## config.mk

```make
export PLATFORM = sky130hd
export DESIGN_NAME = gift_wrap_convex_hull
export DESIGN_NICKNAME = d
export VERILOG_FILES = /design/src/rtl/gwch_pkg.sv /design/src/rtl/gwch_datapath.sv /design/src/rtl/gwch_ctrl.sv /design/src/rtl/gift_wrap_convex_hull.sv
export VERILOG_INCLUDE_DIRS = /design/src /design/src/rtl
export SDC_FILE = /design/constraint.sdc
export NUM_CORES = 2
export LEC_CHECK = 0
export ABC_AREA = 1
export BUFFER_PORTS_ARGS = -buffer_cell sky130_fd_sc_hd__buf_2
export CORE_MARGIN = 1
export CORE_UTILIZATION = 40
export CTS_CLUSTER_DIAMETER = 120
export CTS_CLUSTER_SIZE = 8
export DETAILED_ROUTE_END_ITERATION = 6
export HOLD_SLACK_MARGIN = 0.06
export SYNTH_ARGS = -nofsm -noshare
export SYNTH_HDL_FRONTEND = slang
export SYNTH_HIERARCHICAL = 1
export SYNTH_SLANG_ARGS = --single-unit
```

## constraint.sdc

```tcl
create_clock -name clk -period 23.1 [get_ports clk]
set_clock_uncertainty 0.2 [all_clocks]
set_input_delay 2.31 -clock clk [delete_from_list [all_inputs] [get_ports clk]]
set_output_delay 2.31 -clock clk [all_outputs]
set_load 0.005 [all_outputs]
```

## src/rtl/gift_wrap_convex_hull_defines.svh

```systemverilog
// Assertion macros used by the hull datapath.
`ifndef GIFT_WRAP_CONVEX_HULL_DEFINES_SVH
`define GIFT_WRAP_CONVEX_HULL_DEFINES_SVH

// Checks a property on every rising edge outside reset.
`define GWCH_ASSERT(lbl, prop, msg) \
  lbl: assert property (@(posedge clk) disable iff (rst) prop) else $error(msg);

// Checks a property on every rising edge, reset included.
`define GWCH_ASSERT_ALWAYS(lbl, prop, msg) \
  lbl: assert property (@(posedge clk) prop) else $error(msg);

`endif

```

## src/rtl/gwch_pkg.sv

```systemverilog
// Types, constants and command codes of the gift-wrapping hull block.
package gwch_pkg;

  localparam int MAX_POINTS_DEF = 64;
  localparam int COORD_BITS = 10;
  localparam int REF_START_DY = -100;

  localparam logic [1:0] PH_SQ = 2'd0;
  localparam logic [1:0] PH_LO = 2'd1;
  localparam logic [1:0] PH_HI = 2'd2;

  typedef struct packed {
    logic [COORD_BITS-1:0] point_x;
    logic [COORD_BITS-1:0] point_y;
    logic                  point_last;
  } point_t;

  typedef struct packed {
    logic [COORD_BITS-1:0] hull_x;
    logic [COORD_BITS-1:0] hull_y;
    logic                  hull_last;
  } hull_t;

  typedef struct packed {
    logic       load;
    logic       idx_clr;
    logic       idx_inc;
    logic       rd_scan;
    logic       rd_best;
    logic       ls_cmp;
    logic       init_walk;
    logic       set_cur;
    logic       first;
    logic       scan_start;
    logic       diff;
    logic       mul_en;
    logic       mul_q;
    logic [1:0] mul_phase;
    logic       decide;
    logic       emit;
    logic       emit_last;
    logic       finish;
  } cmd_t;

  typedef struct packed {
    logic last_beat;
    logic last_idx;
    logic round_done;
    logic walk_stop;
    logic out_busy;
  } status_t;

endpackage

```

## src/rtl/gwch_datapath.sv

```systemverilog
// Point store, cosine compare arithmetic and output register of the hull block.
module gwch_datapath #(
  parameter int MAX_POINTS = gwch_pkg::MAX_POINTS_DEF
) (
  input  logic             clk,
  input  logic             rst,
  input  gwch_pkg::point_t point,
  input  logic             point_valid,
  input  gwch_pkg::cmd_t   cmd,
  output gwch_pkg::status_t status,
  output gwch_pkg::hull_t  hull,
  output logic             hull_valid,
  input  logic             hull_stall
);
  import gwch_pkg::*;

  `include "gift_wrap_convex_hull_defines.svh"

  localparam int IW = $clog2(MAX_POINTS);
  localparam int CW = $clog2(MAX_POINTS + 1);
  localparam int DW = COORD_BITS + 1;
  localparam int W  = 2 * COORD_BITS + 2;

  logic [2*COORD_BITS-1:0] mem [MAX_POINTS];
  logic [2*COORD_BITS-1:0] rd_data;
  logic [CW-1:0] count;
  logic [CW-1:0] round;
  logic [IW-1:0] idx;
  logic [IW-1:0] start_idx;
  logic [IW-1:0] best_idx;
  logic [COORD_BITS-1:0] min_x;
  logic [COORD_BITS-1:0] cx;
  logic [COORD_BITS-1:0] cy;
  logic signed [DW-1:0] rdx;
  logic signed [DW-1:0] rdy;
  logic signed [W:0] cand_dot;
  logic [W-1:0] cand_len;
  logic cand_zero;
  logic signed [W:0] best_dot;
  logic [W-1:0] best_len;
  logic found;
  logic [2*W-1:0] sq;
  logic [3*W-1:0] acc_p;
  logic [3*W-1:0] acc_q;

  logic fire;
  logic full;
  logic [COORD_BITS-1:0] rd_x;
  logic [COORD_BITS-1:0] rd_y;
  logic signed [DW-1:0] dx;
  logic signed [DW-1:0] dy;
  logic signed [W:0] dot_c;
  logic [W-1:0] len_c;
  logic [W-1:0] mag_a;
  logic [W-1:0] mag_c;
  logic [W-1:0] mul_x;
  logic [W-1:0] mul_y;
  logic [2*W-1:0] prod;
  logic cos_le;
  logic take;

  assign fire = point_valid && cmd.load;
  assign full = (count == CW'(MAX_POINTS));
  assign rd_x = rd_data[2*COORD_BITS-1:COORD_BITS];
  assign rd_y = rd_data[COORD_BITS-1:0];
  assign dx = signed'({1'b0, rd_x}) - signed'({1'b0, cx});
  assign dy = signed'({1'b0, rd_y}) - signed'({1'b0, cy});
  assign dot_c = (W+1)'(rdx * dx) + (W+1)'(rdy * dy);
  assign len_c = W'(dx * dx) + W'(dy * dy);
  assign mag_a = cand_dot[W] ? W'(-cand_dot) : W'(cand_dot);
  assign mag_c = best_dot[W] ? W'(-best_dot) : W'(best_dot);
  assign prod = mul_x * mul_y;

  always_comb begin
    case (cmd.mul_phase)
      PH_SQ: begin
        mul_x = cmd.mul_q ? mag_c : mag_a;
        mul_y = mul_x;
      end
      PH_LO: begin
        mul_x = sq[W-1:0];
        mul_y = cmd.mul_q ? cand_len : best_len;
      end
      PH_HI: begin
        mul_x = sq[2*W-1:W];
        mul_y = cmd.mul_q ? cand_len : best_len;
      end
      default: begin
        mul_x = '0;
        mul_y = '0;
      end
    endcase
  end

  always_comb begin
    priority if (cand_dot[W] && !best_dot[W]) begin
      cos_le = 1'b1;
    end else if (!cand_dot[W] && best_dot[W]) begin
      cos_le = 1'b0;
    end else if (!cand_dot[W]) begin
      cos_le = (acc_p <= acc_q);
    end else begin
      cos_le = (acc_p >= acc_q);
    end
  end

  assign take = !cand_zero && (!found || cos_le);

  always_ff @(posedge clk) begin
    if (fire && !full) begin
      mem[count[IW-1:0]] <= {point.point_x, point.point_y};
    end
    if (cmd.rd_scan) begin
      rd_data <= mem[idx];
    end else if (cmd.rd_best) begin
      rd_data <= mem[best_idx];
    end
  end

  always_ff @(posedge clk) begin
    if (cmd.ls_cmp && (idx == '0 || rd_x < min_x)) begin
      min_x <= rd_x;
      start_idx <= idx;
    end
    if (cmd.init_walk) begin
      best_idx <= start_idx;
    end else if (cmd.decide && take) begin
      best_idx <= idx;
      best_dot <= cand_dot;
      best_len <= cand_len;
    end
    if (cmd.set_cur) begin
      cx <= rd_x;
      cy <= rd_y;
      if (cmd.first) begin
        rdx <= '0;
        rdy <= DW'(REF_START_DY);
      end else begin
        rdx <= signed'({1'b0, cx}) - signed'({1'b0, rd_x});
        rdy <= signed'({1'b0, cy}) - signed'({1'b0, rd_y});
      end
    end
    if (cmd.diff) begin
      cand_dot <= dot_c;
      cand_len <= len_c;
      cand_zero <= (dx == '0) && (dy == '0);
    end
    if (cmd.mul_en) begin
      case (cmd.mul_phase)
        PH_SQ: sq <= prod;
        PH_LO: begin
          if (cmd.mul_q) acc_q <= (3*W)'(prod);
          else acc_p <= (3*W)'(prod);
        end
        PH_HI: begin
          if (cmd.mul_q) acc_q <= acc_q + {prod, {W{1'b0}}};
          else acc_p <= acc_p + {prod, {W{1'b0}}};
        end
        default: sq <= sq;
      endcase
    end
    if (cmd.emit) begin
      hull <= '{hull_x: cx, hull_y: cy, hull_last: cmd.emit_last};
    end
  end

  always_ff @(posedge clk) begin
    if (rst) begin
      count <= '0;
      round <= '0;
      idx <= '0;
      found <= 1'b0;
      hull_valid <= 1'b0;
    end else begin
      if (cmd.finish) begin
        count <= '0;
      end else if (fire && !full) begin
        count <= count + 1'b1;
      end
      if (cmd.set_cur) begin
        round <= cmd.first ? '0 : round + 1'b1;
      end
      if (cmd.idx_clr || cmd.scan_start) begin
        idx <= '0;
      end else if (cmd.idx_inc) begin
        idx <= idx + 1'b1;
      end
      if (cmd.scan_start) begin
        found <= 1'b0;
      end else if (cmd.decide && take) begin
        found <= 1'b1;
      end
      if (cmd.emit) begin
        hull_valid <= 1'b1;
      end else if (!hull_stall) begin
        hull_valid <= 1'b0;
      end
    end
  end

  assign status.last_beat = point_valid && point.point_last;
  assign status.last_idx = ((CW'(idx) + 1'b1) == count);
  assign status.round_done = ((round + 1'b1) >= count);
  assign status.walk_stop = !found || (best_idx == start_idx);
  assign status.out_busy = hull_valid && hull_stall;

  `GWCH_ASSERT(full_drops, fire && full && !cmd.finish |=> full,
               "store count moved past capacity")
  `GWCH_ASSERT(finish_clears, cmd.emit && cmd.emit_last |=> count == '0,
               "point count not cleared after final hull beat")
  `GWCH_ASSERT(emit_only_when_free, cmd.emit |-> !status.out_busy,
               "hull beat overwritten while stalled")
endmodule

```

## src/rtl/gwch_ctrl.sv

```systemverilog
// Sequencer that drives the hull datapath through load, search and wrap rounds.
module gwch_ctrl (
  input  logic               clk,
  input  logic               rst,
  input  gwch_pkg::status_t  status,
  output gwch_pkg::cmd_t     cmd
);
  import gwch_pkg::*;

  localparam logic [4:0] S_LOAD   = 5'd0;
  localparam logic [4:0] S_LS_RD  = 5'd1;
  localparam logic [4:0] S_LS_CMP = 5'd2;
  localparam logic [4:0] S_FETCH  = 5'd3;
  localparam logic [4:0] S_FETCH2 = 5'd4;
  localparam logic [4:0] S_RCHK   = 5'd5;
  localparam logic [4:0] S_SC_RD  = 5'd6;
  localparam logic [4:0] S_SC_DIF = 5'd7;
  localparam logic [4:0] S_SQA    = 5'd8;
  localparam logic [4:0] S_LOA    = 5'd9;
  localparam logic [4:0] S_HIA    = 5'd10;
  localparam logic [4:0] S_SQC    = 5'd11;
  localparam logic [4:0] S_LOC    = 5'd12;
  localparam logic [4:0] S_HIC    = 5'd13;
  localparam logic [4:0] S_DECIDE = 5'd14;
  localparam logic [4:0] S_REND   = 5'd15;
  localparam logic [4:0] S_EMIT   = 5'd16;

  logic [4:0] state;
  logic [4:0] state_next;
  logic last_flag;
  logic last_flag_next;
  logic first;
  logic first_next;

  always_comb begin
    cmd = '0;
    state_next = state;
    last_flag_next = last_flag;
    first_next = first;
    cmd.emit_last = last_flag;
    cmd.first = first;
    unique case (state)
      S_LOAD: begin
        cmd.load = 1'b1;
        if (status.last_beat) begin
          cmd.idx_clr = 1'b1;
          state_next = S_LS_RD;
        end
      end
      S_LS_RD: begin
        cmd.rd_scan = 1'b1;
        state_next = S_LS_CMP;
      end
      S_LS_CMP: begin
        cmd.ls_cmp = 1'b1;
        if (status.last_idx) begin
          first_next = 1'b1;
          state_next = S_FETCH;
        end else begin
          cmd.idx_inc = 1'b1;
          state_next = S_LS_RD;
        end
      end
      S_FETCH: begin
        cmd.init_walk = first;
        state_next = first ? S_FETCH : S_FETCH2;
        first_next = first;
        if (!first) cmd.rd_best = 1'b1;
        if (first) begin
          first_next = 1'b0;
          state_next = S_FETCH2;
          last_flag_next = 1'b1;
        end
      end
      S_FETCH2: begin
        if (last_flag) begin
          cmd.rd_best = 1'b1;
          last_flag_next = 1'b0;
          first_next = 1'b1;
        end else begin
          cmd.set_cur = 1'b1;
          first_next = 1'b0;
          state_next = S_RCHK;
        end
      end
      S_RCHK: begin
        if (status.round_done) begin
          last_flag_next = 1'b1;
          state_next = S_EMIT;
        end else begin
          cmd.scan_start = 1'b1;
          state_next = S_SC_RD;
        end
      end
      S_SC_RD: begin
        cmd.rd_scan = 1'b1;
        state_next = S_SC_DIF;
      end
      S_SC_DIF: begin
        cmd.diff = 1'b1;
        state_next = S_SQA;
      end
      S_SQA: begin
        cmd.mul_en = 1'b1;
        cmd.mul_phase = PH_SQ;
        state_next = S_LOA;
      end
      S_LOA: begin
        cmd.mul_en = 1'b1;
        cmd.mul_phase = PH_LO;
        state_next = S_HIA;
      end
      S_HIA: begin
        cmd.mul_en = 1'b1;
        cmd.mul_phase = PH_HI;
        state_next = S_SQC;
      end
      S_SQC: begin
        cmd.mul_en = 1'b1;
        cmd.mul_q = 1'b1;
        cmd.mul_phase = PH_SQ;
        state_next = S_LOC;
      end
      S_LOC: begin
        cmd.mul_en = 1'b1;
        cmd.mul_q = 1'b1;
        cmd.mul_phase = PH_LO;
        state_next = S_HIC;
      end
      S_HIC: begin
        cmd.mul_en = 1'b1;
        cmd.mul_q = 1'b1;
        cmd.mul_phase = PH_HI;
        state_next = S_DECIDE;
      end
      S_DECIDE: begin
        cmd.decide = 1'b1;
        if (status.last_idx) begin
          state_next = S_REND;
        end else begin
          cmd.idx_inc = 1'b1;
          state_next = S_SC_RD;
        end
      end
      S_REND: begin
        last_flag_next = status.walk_stop;
        state_next = S_EMIT;
      end
      S_EMIT: begin
        if (!status.out_busy) begin
          cmd.emit = 1'b1;
          if (last_flag) begin
            cmd.finish = 1'b1;
            last_flag_next = 1'b0;
            state_next = S_LOAD;
          end else begin
            first_next = 1'b0;
            state_next = S_FETCH;
          end
        end
      end
      default: begin
        state_next = S_LOAD;
      end
    endcase
  end

  always_ff @(posedge clk) begin
    if (rst) begin
      state <= S_LOAD;
      last_flag <= 1'b0;
      first <= 1'b0;
    end else begin
      state <= state_next;
      last_flag <= last_flag_next;
      first <= first_next;
    end
  end
endmodule

```

## src/rtl/gift_wrap_convex_hull.sv

```systemverilog
// Top level of the gift-wrapping convex hull block.
// Points are taken one beat per cycle into a point store until a beat with
// point_last set; beats beyond MAX_POINTS are dropped, though a dropped last
// beat still closes the set. No point beat is taken while the hull walk runs.
// The walk runs longer with more stored points and hull vertices and with
// any output stall: the leftmost search reads the single store port one
// point at a time, and each wrap round visits every point with a store
// read, a difference, the one shared multiplier forming the exact cosine
// cross products in six steps, and a decision. Hull vertices leave through
// an output register, the final vertex of a set flagged by hull_last.
module gift_wrap_convex_hull #(
  parameter int MAX_POINTS = gwch_pkg::MAX_POINTS_DEF
) (
  input  logic             clk,
  input  logic             rst,
  input  gwch_pkg::point_t point,
  input  logic             point_valid,
  output logic             point_stall,
  output gwch_pkg::hull_t  hull,
  output logic             hull_valid,
  input  logic             hull_stall
);
  import gwch_pkg::*;

  cmd_t    cmd;
  status_t status;

  assign point_stall = !cmd.load;

  gwch_ctrl u_ctrl (
    .clk    (clk),
    .rst    (rst),
    .status (status),
    .cmd    (cmd)
  );

  gwch_datapath #(
    .MAX_POINTS (MAX_POINTS)
  ) u_datapath (
    .clk         (clk),
    .rst         (rst),
    .point       (point),
    .point_valid (point_valid),
    .cmd         (cmd),
    .status      (status),
    .hull        (hull),
    .hull_valid  (hull_valid),
    .hull_stall  (hull_stall)
  );
endmodule

```

==> flow_results.org <==
** Run status
- Status :: finished clean

** Synth
- Fraction of synthesized cell area in xor and xnor cells :: ~1.3%
- Post-synthesis mux area share :: less than 1%
- The number of nets in the synthesized netlist is 14800.
- The Yosys step of the flow raised 6 warnings.
- Synthesized instance count :: 13300
- Summing the areas of all and, or, nand and nor instances in the mapped netlist gives roughly 14% of the synthesized area.
- Of all flip-flops after synthesis, the portion carrying an async set or reset was 0%.
- For this run, the register share of the synthesized area comes to roughly two fifths.
- Summing the areas of all compound-gate instances in the mapped netlist gives 15.3% of the synthesized area.
- Count of flip-flops with a built-in enable after synthesis :: 1652
- Netlist cell types :: 64
- After synthesis the cells add up to 122000 um2.
- Post-synthesis adder-cell area fraction :: 20.3%
- Synthesis inferred 1693 register bits.
- By area, the combinational part of the netlist is dominated by adder cells.
- Mean area per synthesized cell :: between 9 and 10 um2
- Most instantiated flip-flop cell in the synthesis netlist :: sky130_fd_sc_hd__edfxtp_1

** GRT
- Wire length of the first global-routing pass :: approximately 620000 um
- Initial antenna violation count :: 12
- Vias in the first global route :: 96200
- For this run the aggregate overflow at the end of global routing stands at 0.
- Global routing used 26.9% of the available tracks.
- Entering global routing, the biggest net connects 199 pins.

** Power and ir drop
- Dividing total power by cell area gives a power density of between 150 and 200 nW/um2.
- Of the total power, the share spent switching nets is 48.8%.
- Share of total power in sequential cells :: around a fifth
- In this run the static leakage power is 52.9 nW.
- Combinational share of power :: between 60% and 70%
- In this run the power spent charging and discharging nets is 10.7 mW.
- Internal power of the cells :: 11.2 mW
- Of the total power, the clock network draws between 10% and 20%.
- Maximum vdd ir drop :: around 0.0013 V

** STA
- Setup total negative slack on the finished layout was measured at 0 ns.
- Static timing analysis puts the maximum clock frequency at ~79 MHz.
- The hold violation total from the final report was 0.
- Unrepaired setup endpoints after global routing :: false
- Setup violations remaining at the end of the flow were counted as 0.
- At the pin with the least slew margin, the transition time is ~1.4 ns.
- Minimum period implied by the final worst setup slack :: 12.71 ns
- Crit share post-route :: around 55%
- Measured against its own limit, the worst slew margin works out to 7.25%.
- Final Max Slew Viols :: 0

** Critical path
- In this run the critical register-to-register path is launched from u_ctrl/state[0].
- Critical path type :: register to register
- The worst register-to-register path ends at u_datapath/acc_p[64].
- Critical Path End Type :: register
- Slowest library cell on the worst path :: sky130_fd_sc_hd__xor2_1
- Data arrives at the worst endpoint at 13.07 ns.
- Worst Reg-to-Reg Cells :: 41
- CP max stage delay :: between 0.8 and 0.9 ns
- Startpoint kind of the worst setup timing path :: register
- Setup slack, reg-to-reg :: 10.39 ns
- For the worst setup path, the data required time is 23.47 ns.
- Largest fanout on the critical path :: 23
- The most numerous cell type found on the critical path is sky130_fd_sc_hd__nand2_1.
- Tracing the worst setup path back leads to its startpoint at u_ctrl/state[0].
- Capturing instance or port of the critical path :: u_datapath/acc_p[64]

** Finish
- The filler cells instantiated in the layout total 29100.
- From synthesis to final layout, the design area changed by 8.66%.
- Sequential cell area in the final layout :: 50500 um2
- The net count of the finished layout is 14600.
- Finished Core Util :: 43.7%
- Summing all multi-input logic gate instances after layout gives 62700 um2.
- Fraction of final layout cells sized beyond drive strength 1 :: 5.46%

** Clock network
- After clock tree synthesis, the clock-pin slew on the worst setup and hold paths is 0.06 ns.
- Clock network latency to the later pin of the worst-skew pair :: about 0.90 ns
- TritonCTS built the clock tree.
- H-tree levels :: 4
- CTS Root Buffer Type :: sky130_fd_sc_hd__clkbuf_16
- The clock drives about 1700 sinks.
- Hold repair after CTS inserted 0 buffers.
- Buffers inserted during clock tree synthesis total 231.
- Count of cells resized by post-cts repair :: 0
- Buffers inserted during post-CTS setup optimization :: 0
- Largest buffer count on any clock path :: 3

** Job
- Max-capacitance violation count :: 0

** Route
- Routed wire length per instance :: 24.6 um
- Number of remaining DRC errors :: 0
- After the first detailed-routing iteration, the DRC count stood at 11800.
- Total via count after detailed routing :: 100000
- Dividing the detail-routed via count by the number of cells gives 5.84.
- The first detailed-routing pass ran for 7 iterations.
- Routed WL :: 422000 um
- Detail Route Antenna Nets :: 0

** Floorplan
- The die is 554 um wide.
- Die boundary height :: 554 um
- Row Count :: 202
- The floorplan step defined a die boundary enclosing 307000 um2.
- Count of pins on the block boundary :: 48
- The core region is 303000 um2.
- Effective utilization at floorplan :: between 40% and 50%

** Placed design
- Weighted congestion reported at the end of routability-driven placement :: 0.961
- Number of port buffers :: 47
- Post-DP HPWL :: 274000 um

** Min path
- The tightest min-delay check is of the register to register type.
- In this run the most critical hold path is launched from u_datapath/cand_len[17].
-- metal layers --
layer  up-vias  part of all wire (%)  GRT usage, %
li1      44600                     -             -
met5         -                 0.030        0.0781
met3      1176                    10          5.17
met2      5588                    44          41.5
met4        16                   6.5          15.3
met1     48800                    39          35.5
-- cell type report --
type,instances,area share (%)
Clock buffer,268,4.48
Clock inverter,18,0.266
Antenna cell,1,0.00189
Timing Repair Buffer,255,1.44
Sequential cell,1693,38.1
Tap cell,3978,3.76
Multi-Input combinational cell,9289,47.3
Inverter,1643,4.69
-- how the worst min path moves through the flow --
| stage | endpoint | cells past startpoint | slack [ns] |
|---|---|---|---|
| 4_1_cts | u_datapath/best_len[17] | 0 | 0.27 |
| 2_1_floorplan | u_datapath/start_idx[2] | 0 | 0.21 |
| 3_3_place_gp | u_datapath/best_len[11] | 0 | 0.25 |
| 3_5_place_dp | u_datapath/best_len[17] | 0 | 0.26 |
| 6_report | u_datapath/best_len[17] | 0 | 0.26 |
| 5_1_grt | u_datapath/best_len[0] | 0 | 0.29 |
-- cells in the mapped netlist, types with 43 or more instances --
library cell / count / share of area, %
sky130_fd_sc_hd__clkbuf_1: 463 / 1.4
sky130_fd_sc_hd__nand3_1: 315 / 1.3
sky130_fd_sc_hd__xor2_1: 110 / 0.79
sky130_fd_sc_hd__o22ai_1: 658 / 3.4
sky130_fd_sc_hd__ha_1: 580 / 5.9
sky130_fd_sc_hd__nand4_1: 43 / 0.22
sky130_fd_sc_hd__o221ai_1: 125 / 0.90
sky130_fd_sc_hd__o21ai_0: 1821 / 7.5
sky130_fd_sc_hd__fa_1: 874 / 14
sky130_fd_sc_hd__nand2_1: 1371 / 4.2
sky130_fd_sc_hd__buf_2: 181 / 0.74
sky130_fd_sc_hd__nor3_1: 45 / 0.18
sky130_fd_sc_hd__edfxtp_1: 1652 / 41
sky130_fd_sc_hd__a21oi_1: 399 / 1.6
sky130_fd_sc_hd__o211ai_1: 77 / 0.47
sky130_fd_sc_hd__xnor2_1: 67 / 0.48
sky130_fd_sc_hd__nor2_1: 2394 / 7.4
sky130_fd_sc_hd__inv_1: 1607 / 4.9
-- worst max-delay path: cells and delay by family, from the launching register on --
family	cells	cell delay, ns
adders and majority gates	10	4.86
and+or+nand+nor	17	2.86
AOI/OAI and AO/OA	6	2.01
buffers and inverters	7	1.15
xor gates and xnor gates	1	0.86
DFF	1	0.43
-- placed cells by master, fill, tap and decap left out, types with 315 or more instances in the layout --
master / count
sky130_fd_sc_hd__a21oi_1: 399
sky130_fd_sc_hd__edfxtp_1: 1652
sky130_fd_sc_hd__fa_1: 874
sky130_fd_sc_hd__ha_1: 579
sky130_fd_sc_hd__inv_1: 1596
sky130_fd_sc_hd__nand2_1: 1371
sky130_fd_sc_hd__nand3_1: 315
sky130_fd_sc_hd__nor2_1: 2330
sky130_fd_sc_hd__o21ai_0: 1821
sky130_fd_sc_hd__o22ai_1: 658
-- state kept, by name, summed over array words and instances, names as in the netlist, 11 cells and up, named ones only --
| register | cells |
|---|---|
| u_datapath/hull | 21 |
| u_datapath/acc_q | 66 |
| u_datapath/best_dot | 23 |
| u_datapath/cand_len | 22 |
| u_datapath/acc_p | 66 |
| u_datapath/rdy | 11 |
| u_datapath/rd_data | 20 |
| u_datapath/sq | 44 |
| u_datapath/mem | 1280 |
| u_datapath/cand_dot | 23 |
| u_datapath/best_len | 22 |
| u_datapath/rdx | 11 |
-- stage by stage --
step / hold WS, ns / power (mW) / setup WS [ns] / area [um2] / instances
final: 0.262 / 22.0 / 10.39 / 133000 / 17100
after floorplan: 0.206 / 14.5 / 13.23 / 122000 / 13300
after global routing: 0.290 / 23.8 / 9.58 / 133000 / 17100
after CTS: 0.272 / 22.0 / 10.68 / 133000 / 17100
after detailed placement: 0.260 / 18.8 / 10.76 / 126000 / 16900
after global placement: 0.253 / 18.7 / 10.86 / 126000 / 16900
-- power by group through the flow --
stage / clock [mW] / sequential, mW / combinational (mW)
global route: 3.25 / 4.15 / 16.4
floorplan: 0 / 4.23 / 10.3
finish: 3.09 / 4.15 / 14.7
CTS: 3.13 / 4.15 / 14.7
global placement: 0 / 4.20 / 14.5
detailed placement: 0 / 4.21 / 14.6
-- logic make-up after synthesis --
family / after synthesis
compound gates: 3316
xor+xnor: 178
fa+ha+maj: 1454
buf+inv: 2348
flops: 1693
mux: 1
simple gates: 4340
(Power assumes the default switching activity.)
